## config.mk

```make
export PLATFORM = sky130hd
export DESIGN_NAME = infix_to_prefix_converter_unit
export DESIGN_NICKNAME = d
export VERILOG_FILES = /design/src/itp_pkg.sv /design/src/infix_to_prefix_converter_unit.sv
export SDC_FILE = /design/constraint.sdc
export NUM_CORES = 2
export LEC_CHECK = 0
export ABC_AREA = 1
export ABC_CLOCK_PERIOD_IN_PS = 6000
export BUFFER_PORTS_ARGS = -buffer_cell sky130_fd_sc_hd__buf_2
export CORE_ASPECT_RATIO = 0.9
export CORE_MARGIN = 5
export CORE_UTILIZATION = 55
export DETAILED_ROUTE_END_ITERATION = 10
export PLACE_DENSITY = 0.71
export SLEW_MARGIN = 20
export SYNTH_ARGS = -nofsm -noshare
export SYNTH_HDL_FRONTEND = slang
export SYNTH_SLANG_ARGS = --single-unit
```

## constraint.sdc

```tcl
create_clock -name aclk -period 6 [get_ports aclk]
set_clock_uncertainty 0.2 [all_clocks]
set_input_delay 0.6 -clock aclk [delete_from_list [all_inputs] [get_ports aclk]]
set_output_delay 0.6 -clock aclk [all_outputs]
set_load 0.02 [all_outputs]
```

## src/itp_pkg.sv

```systemverilog
// ----------------------------------------------------------------------------
// itp_pkg
// Types and constants shared by the infix to prefix converter.
// ----------------------------------------------------------------------------
`default_nettype none
package itp_pkg;

    typedef struct packed {
        logic [7:0] char_code;
        logic       is_last;
    } itp_in_t;

    typedef struct packed {
        logic [7:0] out_char;
        logic       char_valid;
        logic [1:0] status;
        logic       end_of_run;
    } itp_out_t;

    localparam logic [1:0] ST_OK         = 2'd0;
    localparam logic [1:0] ST_UNBALANCED = 2'd1;
    localparam logic [1:0] ST_TOO_LONG   = 2'd2;

    localparam logic [7:0] CH_LPAR  = 8'h28;
    localparam logic [7:0] CH_RPAR  = 8'h29;
    localparam logic [7:0] CH_LBRC  = 8'h7B;
    localparam logic [7:0] CH_RBRC  = 8'h7D;
    localparam logic [7:0] CH_LBRK  = 8'h5B;
    localparam logic [7:0] CH_RBRK  = 8'h5D;
    localparam logic [7:0] CH_PLUS  = 8'h2B;
    localparam logic [7:0] CH_MINUS = 8'h2D;
    localparam logic [7:0] CH_STAR  = 8'h2A;
    localparam logic [7:0] CH_SLASH = 8'h2F;
    localparam logic [7:0] CH_CARET = 8'h5E;

    typedef enum logic [3:0] {
        S_LOAD,
        S_CHK_RD,
        S_CHK,
        S_CNV_RD,
        S_CNV,
        S_POP_RD,
        S_POP,
        S_FLUSH_RD,
        S_FLUSH,
        S_EMIT_RD,
        S_EMIT,
        S_RESULT
    } itp_state_t;

    function automatic logic is_operand(input logic [7:0] c);
        return (c >= 8'h30 && c <= 8'h39) || (c >= 8'h41 && c <= 8'h5A) ||
               (c >= 8'h61 && c <= 8'h7A);
    endfunction

    function automatic logic [1:0] prec_of(input logic [7:0] c);
        if (c == CH_PLUS || c == CH_MINUS) return 2'd1;
        if (c == CH_STAR || c == CH_SLASH) return 2'd2;
        if (c == CH_CARET) return 2'd3;
        return 2'd0;
    endfunction

endpackage
`default_nettype wire

```

## src/infix_to_prefix_converter_unit.sv

```systemverilog
// Operation: load beats, then a bracket check pass and a conversion pass with
// stack pops (one stack access per step), then the result beats.
// Throughput: one expression at a time; s_ready is high only while loading.
// Reset: aresetn synchronous active low clears counts, flags and the sequencer;
// buffer and stack contents are not cleared.
// ----------------------------------------------------------------------------
// infix_to_prefix_converter_unit
// Buffers an infix expression, checks bracket nesting, converts to prefix.
// ----------------------------------------------------------------------------
`default_nettype none
module infix_to_prefix_converter_unit #(
    parameter int MAX_LEN = 64
) (
    input  wire              aclk,
    input  wire              aresetn,
    input  wire              s_valid,
    output logic             s_ready,
    input  itp_pkg::itp_in_t s_data,
    output logic             m_valid,
    input  wire              m_ready,
    output itp_pkg::itp_out_t m_data
);
    import itp_pkg::*;

    localparam int AW = (MAX_LEN > 1) ? $clog2(MAX_LEN) : 1;
    localparam int CW = $clog2(MAX_LEN + 1);
    localparam logic [CW-1:0] MAXC = CW'(MAX_LEN);

    logic [7:0] in_mem  [MAX_LEN];
    logic [7:0] stk_mem [MAX_LEN];
    logic [7:0] out_mem [MAX_LEN];

    itp_state_t state_reg, state_next;
    logic [CW-1:0] in_cnt_reg, in_cnt_next;
    logic [CW-1:0] idx_reg, idx_next;
    logic [CW-1:0] sp_reg, sp_next;
    logic [CW-1:0] oc_reg, oc_next;
    logic          tl_reg, tl_next;
    logic [7:0]    cur_reg, cur_next;
    logic [7:0]    in_rd, stk_rd, out_rd;
    itp_out_t      res_reg, res_next;
    logic          mv_reg, mv_next;

    // push / output-write requests
    logic          push_en, emit_en;
    logic [7:0]    push_val, emit_val;
    logic [AW-1:0] in_ra, stk_ra, out_ra;

    logic [7:0] cur_sw;
    logic       stk_empty;
    logic [7:0] want;

    assign stk_empty = (sp_reg == '0);
    assign cur_sw = (in_rd == CH_LPAR) ? CH_RPAR : (in_rd == CH_RPAR) ? CH_LPAR : in_rd;
    assign want = (in_rd == CH_RPAR) ? CH_LPAR : (in_rd == CH_RBRC) ? CH_LBRC : CH_LBRK;

    // read addresses, chosen combinationally and registered in memory
    always_comb begin
        in_ra  = idx_next[AW-1:0];
        stk_ra = (sp_next == '0) ? '0 : AW'(sp_next - 1'b1);
        out_ra = (oc_next == '0) ? '0 : AW'(oc_next - 1'b1);
    end

    // memories
    always_ff @(posedge aclk) begin
        if (s_valid && s_ready && in_cnt_reg < MAXC) begin
            in_mem[in_cnt_reg[AW-1:0]] <= s_data.char_code;
        end
        if (push_en) begin
            stk_mem[sp_reg[AW-1:0]] <= push_val;
        end
        if (emit_en) begin
            out_mem[oc_reg[AW-1:0]] <= emit_val;
        end
        in_rd  <= in_mem[in_ra];
        stk_rd <= (push_en && sp_next != '0 && AW'(sp_next - 1'b1) == sp_reg[AW-1:0])
                  ? push_val : stk_mem[stk_ra];
        out_rd <= out_mem[out_ra];
    end

    // next state
    always_comb begin
        state_next = state_reg;
        unique case (state_reg)
            S_LOAD: begin
                if (s_valid && s_ready && s_data.is_last) begin
                    if (tl_reg || in_cnt_reg >= MAXC) state_next = S_RESULT;
                    else state_next = S_CHK_RD;
                end
            end
            S_CHK_RD: state_next = S_CHK;
            S_CHK: begin
                if ((in_rd == CH_RPAR || in_rd == CH_RBRC || in_rd == CH_RBRK) &&
                    (stk_empty || stk_rd != want)) state_next = S_RESULT;
                else if (idx_reg + 1'b1 >= in_cnt_reg) begin
                    if (sp_next == '0) state_next = S_CNV_RD;
                    else state_next = S_RESULT;
                end else state_next = S_CHK_RD;
            end
            S_CNV_RD: state_next = S_CNV;
            S_CNV: begin
                if (is_operand(cur_sw) || cur_sw == CH_LPAR) begin
                    state_next = (idx_reg == '0) ? S_FLUSH_RD : S_CNV_RD;
                end else state_next = S_POP_RD;
            end
            S_POP_RD: state_next = S_POP;
            S_POP: begin
                if (cur_reg == CH_RPAR) begin
                    if (!stk_empty && stk_rd != CH_LPAR) state_next = S_POP_RD;
                    else state_next = (idx_reg == '0) ? S_FLUSH_RD : S_CNV_RD;
                end else begin
                    if (!stk_empty && prec_of(stk_rd) > prec_of(cur_reg))
                        state_next = S_POP_RD;
                    else state_next = (idx_reg == '0) ? S_FLUSH_RD : S_CNV_RD;
                end
            end
            S_FLUSH_RD: state_next = S_FLUSH;
            S_FLUSH: begin
                if (!stk_empty) state_next = S_FLUSH_RD;
                else if (oc_reg == '0) state_next = S_RESULT;
                else state_next = S_EMIT_RD;
            end
            S_EMIT_RD: state_next = S_EMIT;
            S_EMIT: state_next = (m_valid && m_ready && res_reg.end_of_run) ? S_LOAD
                                 : (m_valid && m_ready) ? S_EMIT_RD : S_EMIT;
            S_RESULT: state_next = (m_valid && m_ready) ? S_LOAD : S_RESULT;
            default: state_next = S_LOAD;
        endcase
    end

    // datapath and outputs
    always_comb begin
        in_cnt_next = in_cnt_reg;
        idx_next    = idx_reg;
        sp_next     = sp_reg;
        oc_next     = oc_reg;
        tl_next     = tl_reg;
        cur_next    = cur_reg;
        res_next    = res_reg;
        mv_next     = mv_reg;
        push_en     = 1'b0;
        push_val    = cur_sw;
        emit_en     = 1'b0;
        emit_val    = stk_rd;
        s_ready     = (state_reg == S_LOAD);
        unique case (state_reg)
            S_LOAD: begin
                if (s_valid) begin
                    if (in_cnt_reg < MAXC) in_cnt_next = in_cnt_reg + 1'b1;
                    else tl_next = 1'b1;
                    if (s_data.is_last) begin
                        idx_next = '0;
                        sp_next  = '0;
                        oc_next  = '0;
                        if (tl_reg || in_cnt_reg >= MAXC) begin
                            res_next = '{8'd0, 1'b0, ST_TOO_LONG, 1'b1};
                            mv_next  = 1'b1;
                        end
                    end
                end
            end
            S_CHK_RD: ;
            S_CHK: begin
                if (in_rd == CH_LPAR || in_rd == CH_LBRC || in_rd == CH_LBRK) begin
                    push_en  = 1'b1;
                    push_val = in_rd;
                    sp_next  = sp_reg + 1'b1;
                end else if (in_rd == CH_RPAR || in_rd == CH_RBRC || in_rd == CH_RBRK) begin
                    if (!stk_empty && stk_rd == want) sp_next = sp_reg - 1'b1;
                end
                if ((in_rd == CH_RPAR || in_rd == CH_RBRC || in_rd == CH_RBRK) &&
                    (stk_empty || stk_rd != want)) begin
                    res_next = '{8'd0, 1'b0, ST_UNBALANCED, 1'b1};
                    mv_next  = 1'b1;
                end else if (idx_reg + 1'b1 >= in_cnt_reg) begin
                    if (sp_next == '0) begin
                        idx_next = in_cnt_reg - 1'b1;
                    end else begin
                        res_next = '{8'd0, 1'b0, ST_UNBALANCED, 1'b1};
                        mv_next  = 1'b1;
                    end
                end else idx_next = idx_reg + 1'b1;
            end
            S_CNV_RD: ;
            S_CNV: begin
                cur_next = cur_sw;
                if (is_operand(cur_sw)) begin
                    emit_en  = 1'b1;
                    emit_val = cur_sw;
                    oc_next  = oc_reg + 1'b1;
                end else if (cur_sw == CH_LPAR) begin
                    push_en = 1'b1;
                    sp_next = sp_reg + 1'b1;
                end
                if ((is_operand(cur_sw) || cur_sw == CH_LPAR) && idx_reg != '0)
                    idx_next = idx_reg - 1'b1;
            end
            S_POP_RD: ;
            S_POP: begin
                if (cur_reg == CH_RPAR) begin
                    if (!stk_empty) sp_next = sp_reg - 1'b1;
                    if (!stk_empty && stk_rd != CH_LPAR) begin
                        emit_en = 1'b1;
                        oc_next = oc_reg + 1'b1;
                    end else if (idx_reg != '0) idx_next = idx_reg - 1'b1;
                end else begin
                    if (!stk_empty && prec_of(stk_rd) > prec_of(cur_reg)) begin
                        emit_en = 1'b1;
                        oc_next = oc_reg + 1'b1;
                        sp_next = sp_reg - 1'b1;
                    end else begin
                        push_en  = 1'b1;
                        push_val = cur_reg;
                        sp_next  = sp_reg + 1'b1;
                        if (idx_reg != '0) idx_next = idx_reg - 1'b1;
                    end
                end
            end
            S_FLUSH_RD: ;
            S_FLUSH: begin
                if (!stk_empty) begin
                    emit_en = 1'b1;
                    oc_next = oc_reg + 1'b1;
                    sp_next = sp_reg - 1'b1;
                end else if (oc_reg == '0) begin
                    res_next = '{8'd0, 1'b0, ST_OK, 1'b1};
                    mv_next  = 1'b1;
                end
            end
            S_EMIT_RD: ;
            S_EMIT: begin
                if (!mv_reg) begin
                    res_next = '{out_rd, 1'b1, ST_OK, (oc_reg == CW'(1))};
                    mv_next  = 1'b1;
                    oc_next  = oc_reg - 1'b1;
                end else if (m_ready) begin
                    mv_next = 1'b0;
                end
            end
            S_RESULT: begin
                if (m_ready && mv_reg) mv_next = 1'b0;
            end
            default: ;
        endcase
        // clear run state once the final beat leaves
        if (mv_reg && m_ready && res_reg.end_of_run) begin
            in_cnt_next = '0;
            tl_next     = 1'b0;
            sp_next     = '0;
            oc_next     = '0;
        end
    end

    assign m_valid = mv_reg;
    assign m_data  = res_reg;

    // registers
    always_ff @(posedge aclk) begin
        if (!aresetn) begin
            state_reg  <= S_LOAD;
            in_cnt_reg <= '0;
            idx_reg    <= '0;
            sp_reg     <= '0;
            oc_reg     <= '0;
            tl_reg     <= 1'b0;
            mv_reg     <= 1'b0;
        end else begin
            state_reg  <= state_next;
            in_cnt_reg <= in_cnt_next;
            idx_reg    <= idx_next;
            sp_reg     <= sp_next;
            oc_reg     <= oc_next;
            tl_reg     <= tl_next;
            mv_reg     <= mv_next;
        end
        cur_reg <= cur_next;
        res_reg <= res_next;
    end

`ifndef SYNTHESIS
    a_no_in_while_out: assert property (@(posedge aclk) disable iff (!aresetn)
        m_valid |-> !s_ready) else $error("input taken while result pending");
    a_sp_bound: assert property (@(posedge aclk) disable iff (!aresetn)
        sp_reg <= MAXC) else $error("stack pointer out of range");
    a_err_single: assert property (@(posedge aclk) disable iff (!aresetn)
        (m_valid && !m_data.char_valid) |-> m_data.end_of_run)
        else $error("error result not final");
    a_load_idle: assert property (@(posedge aclk) disable iff (!aresetn)
        (state_reg == S_LOAD) |-> !m_valid) else $error("result during load");
`endif

endmodule
`default_nettype wire

```

# After elaboration in Yosys (flattened, before gate mapping)
# Memory sizes are Yosys's and may differ from the RTL's. A register that Yosys moved wholly into a read port is not among the register bits.
# Cells that the tools add are included.
[classes]
addsub = 10
order_cmp = 10
eq_ne = 49
mux = 143
bitwise_logic = 2
reduce_logical = 47
[ops]
columns = ["cell", "n"]
rows = [
  ["$mux W7", 32],
  ["$mux W12", 9],
  ["$eq A8 B6 Y1 const B", 12],
  ["$pmux W7 S5", 2],
  ["$mux W8", 8],
  ["$mux W1", 51],
  ["$eq A8 B7 Y1 const B", 6],
  ["$pmux W12 S4", 1],
  ["$pmux W4 S12", 1],
  ["$logic_not A7 Y1", 6],
  ["$mux W2", 18],
  ["$mux W4", 9],
  ["$add A7 B1 Y7 const B", 4],
  ["$pmux W7 S4", 1],
  ["$sub A7 B1 Y7 const B", 4],
  ["$mux W6", 3],
  ["$reduce_and A9 Y1", 2],
  ["$eq A4 B3 Y1 const B", 4],
  ["$eq A4 B4 Y1 const B", 4],
  ["$ge A8 B7 Y1 const B", 2],
  ["$le A8 B7 Y1 const B", 2],
  ["$pmux W8 S2", 1],
  ["$logic_and A1 B1 Y1", 15],
  ["$ne A3 B3 Y1 const B", 5],
  ["29 further kinds", 59],
]
[totals]
register_bits = 62
ramBits = 1536
in_bits = 13
n_memories = 3
[memory_table]
columns = ["name", "depth", "width", "rd", "rd_clocked_by_memory_dff", "write_ports", "line", "rtl"]
rows = [
  ["in_mem", 64, 8, 1, 1, 1, "infix_to_prefix_converter_unit.sv:29", "logic [7:0] in_mem [MAX_LEN];"],
  ["out_mem", 64, 8, 1, 1, 1, "infix_to_prefix_converter_unit.sv:31", "logic [7:0] out_mem [MAX_LEN];"],
  ["stk_mem", 64, 8, 1, 0, 1, "infix_to_prefix_converter_unit.sv:30", "logic [7:0] stk_mem [MAX_LEN];"],
]

# Depth between registers and ports, before layout
[logic_depth]
word_depth = 28
depth_mapped = 36
ltp_nobuf = 34

# Worst setup path before layout
# OpenSTA, ideal clock, no wires.
[synth_timing]
path_type = "reg-to-reg"
startpoint = "reg cur_reg[1]"
endpoint = "mem stk_mem[0][4], data pin"
t_arrival_ns = 4.569
required_time_ns = 5.088
slack_ns = 0.519
stages_incl_launch_ff = 15
synth_period_minus_slack_ns = 5.481
cell_sequence = "edfxtp_1 inv_1 nor2_1 nand3_1 nor4_1 or3_1 ha_1 nand2_1 o21ai_0 nor2_1 inv_1 nand2_2 nor2_2 clkbuf_1 o21ai_0"
[synth_between]
elab_chain_len = 16
[synth_lines]
columns = ["item", "line", "rtl"]
rows = [
  ["start: declaration", "infix_to_prefix_converter_unit.sv:39", "logic [7:0] cur_reg, cur_next;"],
  ["start signal: assignment", "infix_to_prefix_converter_unit.sv:276", "cur_reg <= cur_next;"],
  ["$eq A8 B7 Y1", "itp_pkg.sv:59", "if (c == CH_CARET) return 2'd3;"],
  ["$mux W1 (2 in a row)", "itp_pkg.sv:59", ""],
  ["$mux W1", "itp_pkg.sv:58", "if (c == CH_STAR || c == CH_SLASH) return 2'd2;"],
  ["$mux W1", "infix_to_prefix_converter_unit.sv:200", "if (cur_reg == CH_RPAR) begin"],
  ["$mux W1", "infix_to_prefix_converter_unit.sv:146", "unique case (state_reg)"],
  ["$mux W2", "itp_pkg.sv:60", "return 2'd0;"],
  ["$mux W2", "itp_pkg.sv:59", ""],
  ["$mux W2", "itp_pkg.sv:58", ""],
  ["$mux W2", "infix_to_prefix_converter_unit.sv:200", ""],
  ["$mux W2", "infix_to_prefix_converter_unit.sv:146", ""],
  ["$gt A2 B2 Y1", "infix_to_prefix_converter_unit.sv:207", "if (!stk_empty && prec_of(stk_rd) > prec_of(cur_reg)) begin"],
  ["$logic_and A1 B1 Y1", "infix_to_prefix_converter_unit.sv:207", ""],
  ["$mux W8", "infix_to_prefix_converter_unit.sv:207", ""],
  ["$mux W8 (*)", "infix_to_prefix_converter_unit.sv:200", ""],
  ["$pmux W8 S2 (*)", "infix_to_prefix_converter_unit.sv:146", ""],
  ["named net push_val[4]", "infix_to_prefix_converter_unit.sv:46", "logic [7:0] push_val, emit_val;"],
  ["end: declaration", "infix_to_prefix_converter_unit.sv:30", ""],
]
# Mark *: on every way through the listed nets, which the timed path passes. The rest lies on a longest branch. The select of a mux whose other input is x is not followed.

# Final worst setup path
[layout_timing]
startpoint = "reg cur_reg[1]"
endpoint = "reg out_rd[3] (read register of out_mem)"
[layout_between]
elab_chain_len = 19
[layout_lines]
columns = ["item", "line", "rtl"]
rows = [
  ["$eq A8 B7 Y1", "itp_pkg.sv:59", ""],
  ["$mux W1 (2 in a row)", "itp_pkg.sv:59", ""],
  ["$mux W1", "itp_pkg.sv:58", ""],
  ["$mux W1", "infix_to_prefix_converter_unit.sv:200", ""],
  ["$mux W1", "infix_to_prefix_converter_unit.sv:146", ""],
  ["$mux W2", "itp_pkg.sv:60", ""],
  ["$mux W2", "itp_pkg.sv:59", ""],
  ["$mux W2", "itp_pkg.sv:58", ""],
  ["(+2 left out)", "--", ""],
  ["$gt A2 B2 Y1", "infix_to_prefix_converter_unit.sv:207", ""],
  ["$logic_and A1 B1 Y1", "infix_to_prefix_converter_unit.sv:207", ""],
  ["$mux W7", "infix_to_prefix_converter_unit.sv:207", ""],
  ["$mux W7 (*)", "infix_to_prefix_converter_unit.sv:200", ""],
  ["$pmux W7 S5 (*)", "infix_to_prefix_converter_unit.sv:146", ""],
  ["$mux W7 (*)", "infix_to_prefix_converter_unit.sv:246", "if (mv_reg && m_ready && res_reg.end_of_run) begin"],
  ["$sub A6 B1 Y6 or $logic_not A7 Y1 (tied branches)", "infix_to_prefix_converter_unit.sv:61", "out_ra = (oc_next == '0) ? '0 : AW'(oc_next - 1'b1);"],
  ["$mux W6 (*)", "infix_to_prefix_converter_unit.sv:61", ""],
  ["end: declaration", "infix_to_prefix_converter_unit.sv:40", "logic [7:0] in_rd, stk_rd, out_rd;"],
]
# Every way passes the cells marked *; elsewhere a longest branch is shown, timed or not. The select of a mux whose other input is x is not followed.
# A chain may end at the register's enable or synchronous reset.

==> summary.md <==
Hold is met by 212 ps. The run gives 6609 as the number of violations reported at the end of detailed-routing iteration 0. The flow ran to the end, and the final reports show no timing, DRC or antenna violations.

Based on the critical path, the design can be clocked at up to 176 MHz. The arithmetic-cell share of the synthesized area counting full adders, half adders and majority gates is 0.395%, and the final weighted congestion of routability-driven global placement is 0.945. The count of final hold-check violations came out at 0.

Relative to the synthesized area, the layout overhead comes to 9.78%. In this run the worst path has a maximum fanout of 17. For the number of DRC violations after detailed routing, the log shows 0.

The initial utilization of the core area, before any placement, comes to 55.4%. The tools report the worst vdd rail ir drop as 922 uV. The run gives 116000 um as the detailed placer's ending HPWL. For this run, the post-layout net count is 6967. TritonCTS built the clock tree. The setup path with the least slack is of type reg2reg.

Sorting the synthesized cells by area gives the leading types as sky130_fd_sc_hd__edfxtp_1, sky130_fd_sc_hd__nand3_1, sky130_fd_sc_hd__nand2_1, sky130_fd_sc_hd__inv_1, sky130_fd_sc_hd__nor2_1. In this run the cell area of the synthesized design comes to 72800 sq um. The die outline width is 394 um. After synthesis, the share of cell area in mux cells is 0.0137%. The post-route netlist has 6.94% of its cells at a drive strength greater than 1.

For the routed wire length, the log shows 196000 um. The number of clock buffers added by TritonCTS is 163. Global routing used 27.4% of the available tracks across all layers.

The tools report the number of primary I/O pins as 27. The region available for standard cell placement spans 131000 sq um. Setup violations remaining at the end of the flow were counted as 0. In this run the tightest slew margin relative to its limit is 20.9%.

The later pin in the worst-skew pair is clocked with a latency of 790 ps. During synthesis, Yosys emitted a total of 0 warnings. Die footprint: 140000 sq um. STA puts the critical path data arrival time at 6150 ps. The slowest stage of the critical path belongs to the cell sky130_fd_sc_hd__inv_1.

The async set or reset register ratio after synthesis is 0%, and the post-CTS setup-driven buffer insertion count is 0. The simple-gate share of the synthesized area works out to 22.8%. STA classifies the critical path endpoint as a register. The register share of total power was 33.7%.

Via total after detailed routing: 51.7k. Yosys mapped a number of flops with a built-in enable equal to 1556. The tools report the fraction of power consumed by the clock network as 24.4%. Entering global routing, the biggest net connects 217 pins. Row generation in the floorplan step produced 126 rows. Buffers placed on the I/O ports in this run total 26. The first global-routing pass estimated 296000 um of wire.

In this run, distinct cell masters in the synthesized netlist total 61. Summing the sequential cell areas from Yosys gives 65.8% of the chip area. The height of the chip was 355 um. Clock-pin slew was measured on the worst setup and hold paths at 60 ps. The worst setup path is launched from a register. Via count of the first global-routing pass: 48.6k.

For the worst flop-to-flop path, the logic depth is 28. In this run the deepest clock path goes through 3 buffers. The worst hold path passes through 3 cells.

The slew of the pin with the lowest slew margin was 1180 ps. Power spread over the standard cell area amounts to 514 nW/um^2. Counting I/O delays and the setup requirement, the final critical path takes 5670 ps.

The cell sitting at the root of the clock tree is a sky130_fd_sc_hd__clkbuf_16. Cells fill 60.9% of the core in the end. Overall power consumption after layout is estimated at 0.0411 W. The worst stage delay on the critical path is 720 ps.

Synthesis inferred 1614 register bits. The synthesized design devotes to its leading area cell type 64.2% of total area. In the routed layout, each cell is associated on average with a via count of 5.88.

The run gives 4 as the total number of H-tree levels. The cell count after placement is 8491, and the compound-cell area share of the yosys netlist is 3.05%. Dividing the final minimum period by the clock period gives 94.6%. The net switching share of the total power was 41.7%. The tree built by TritonCTS fans out to 1614 sinks.

Averaged over all synthesized cells, the footprint is 10.4 sq um. The most used flip-flop cell after synthesis is sky130_fd_sc_hd__edfxtp_1. The path type of the worst min-delay path was in2reg. The net switching power is 0.0171 W, and the number of iterations in the first detailed-routing pass is 6.

Of the total power, combinational logic draws 41.9%. In the final routed layout, each cell accounts on average for 22.3 um. Summing the areas of all xor and xnor instances in the mapped netlist gives 0.395% of the synthesized area. The count of nets left with antenna violations once routing finished came out at 0.

The analysis attributes to cell leakage a power of 31.4 nW. The logs give 0 for the number of max-capacitance violations reported and 6480 ps for the data required time at the worst endpoint. Summed over all instances, the cell type with the most area after synthesis is sky130_fd_sc_hd__edfxtp_1. The residual overflow from global routing is 0. The initial antenna violation count is 7.

The number of nets in the synthesized netlist is 7033. The largest family of logic cells by synthesized area was simple AND/OR/NAND/NOR gates. Cell internal power was estimated by the tool at 0.0239 W.

The final cell count without fillers is 8793. The count of mapped cells out of synthesis came out at 6997. The final count of pins violating max slew is 0.
[cell usage after synthesis, drive strengths merged, types with 2 or more instances]
master	count
edfxtp	1556
nor4	13
inv	926
o211ai	98
a2111oi	2
o2111ai	20
a31oi	4
o21bai	4
nand4	29
o21ai	161
xor2	28
clkbuf	104
o22ai	4
clkinv	10
or2	22
o21a	4
dfxtp	58
a211oi	3
nand3	1317
a311oi	2
nor3	17
nand3b	220
a21oi	45
ha	23
o31ai	3
nand2	1524
buf	278
nor2	509
[power groups by stage]
stage	Sequential [W]	Combinational, W	Clock (W)
floorplan	0.0142	0.0110	0
global placement	0.0141	0.0165	0
detailed placement	0.0141	0.0167	0
CTS	0.0138	0.0168	0.0101
global route	0.0139	0.0186	0.0106
finish	0.0139	0.0172	0.0100
[stage by stage]
step	instance area (sq um)	worst slack, ps	TNS, ps
floorplan	72800	519	0
global placement	74500	462	0
detailed placement	74600	424	0
CTS	79900	364	0
global route	79900	-1.72	-1.72
finish	79900	325	0
[placed cells by master, fill, tap and decap left out, drive strengths merged, types with 23 or more instances in the layout]
cell type	synthesis	layout
o211ai	98	98
nand3b	220	220
a21oi	45	45
nand4	29	29
dfxtp	58	58
buf	278	149
clkbuf	104	224
nor2	509	509
xor2	28	28
edfxtp	1556	1556
clkinv	10	64
nand2	1524	1525
inv	926	931
nand3	1317	1317
ha	23	23
o21ai	161	161
[critical path: cells and delay by family, from the launching register on]
kind / cells / cell delay (ps)
adders and majority gates: 2 / 570
DFF: 1 / 420
buffers and inverters: 6 / 1310
AOI/OAI and AO/OA: 4 / 600
and+or+nand+nor: 16 / 2450
[cell type report]
type	instances	area, sq um
fill	10300	51400
sequential	1614	47900
multi-input combinational	4065	19700
clock buffer	223	4540
inverter	936	3520
tap	1728	2160
timing repair buffer	151	1480
clock inverter	75	676
antenna	1	2.50
[timing repair]
action,in CTS,in global routing
resized for setup,0,7
endpoints found under the setup margin,0,16
hold endpoints to repair,6,0
hold buffers,1,0
[worst paths after layout]
kind	from	endpoint	slack, ps
setup / recovery	cur_reg[1]	out_rd[3]	330
hold / removal	s_valid	tl_reg	210
setup reg to reg	cur_reg[1]	out_rd[3]	330
hold reg to reg	in_rd[7]	cur_reg[7]	280
[metal layers]
| layer | track usage, % | vias up | wire length (um) |
|---|---|---|---|
| li1 | - | 23600 | - |
| met1 | 39.1 | 24800 | 79300 |
| met2 | 42.5 | 2895 | 89600 |
| met3 | 5.85 | 434 | 20900 |
| met4 | 8.98 | 2 | 6280 |
| met5 | 0 | - | 9 |
[logic make-up after synthesis]
kind of cell / after synthesis
AO/OA/AOI/OAI: 357
XOR/XNOR: 29
adder cells (fa/ha/maj): 23
buffers and inverters: 1319
flip-flops: 1614
multiplexers: 1
AND/OR/NAND/NOR: 3654
No activity file was read; power rests on OpenSTA's default activity.
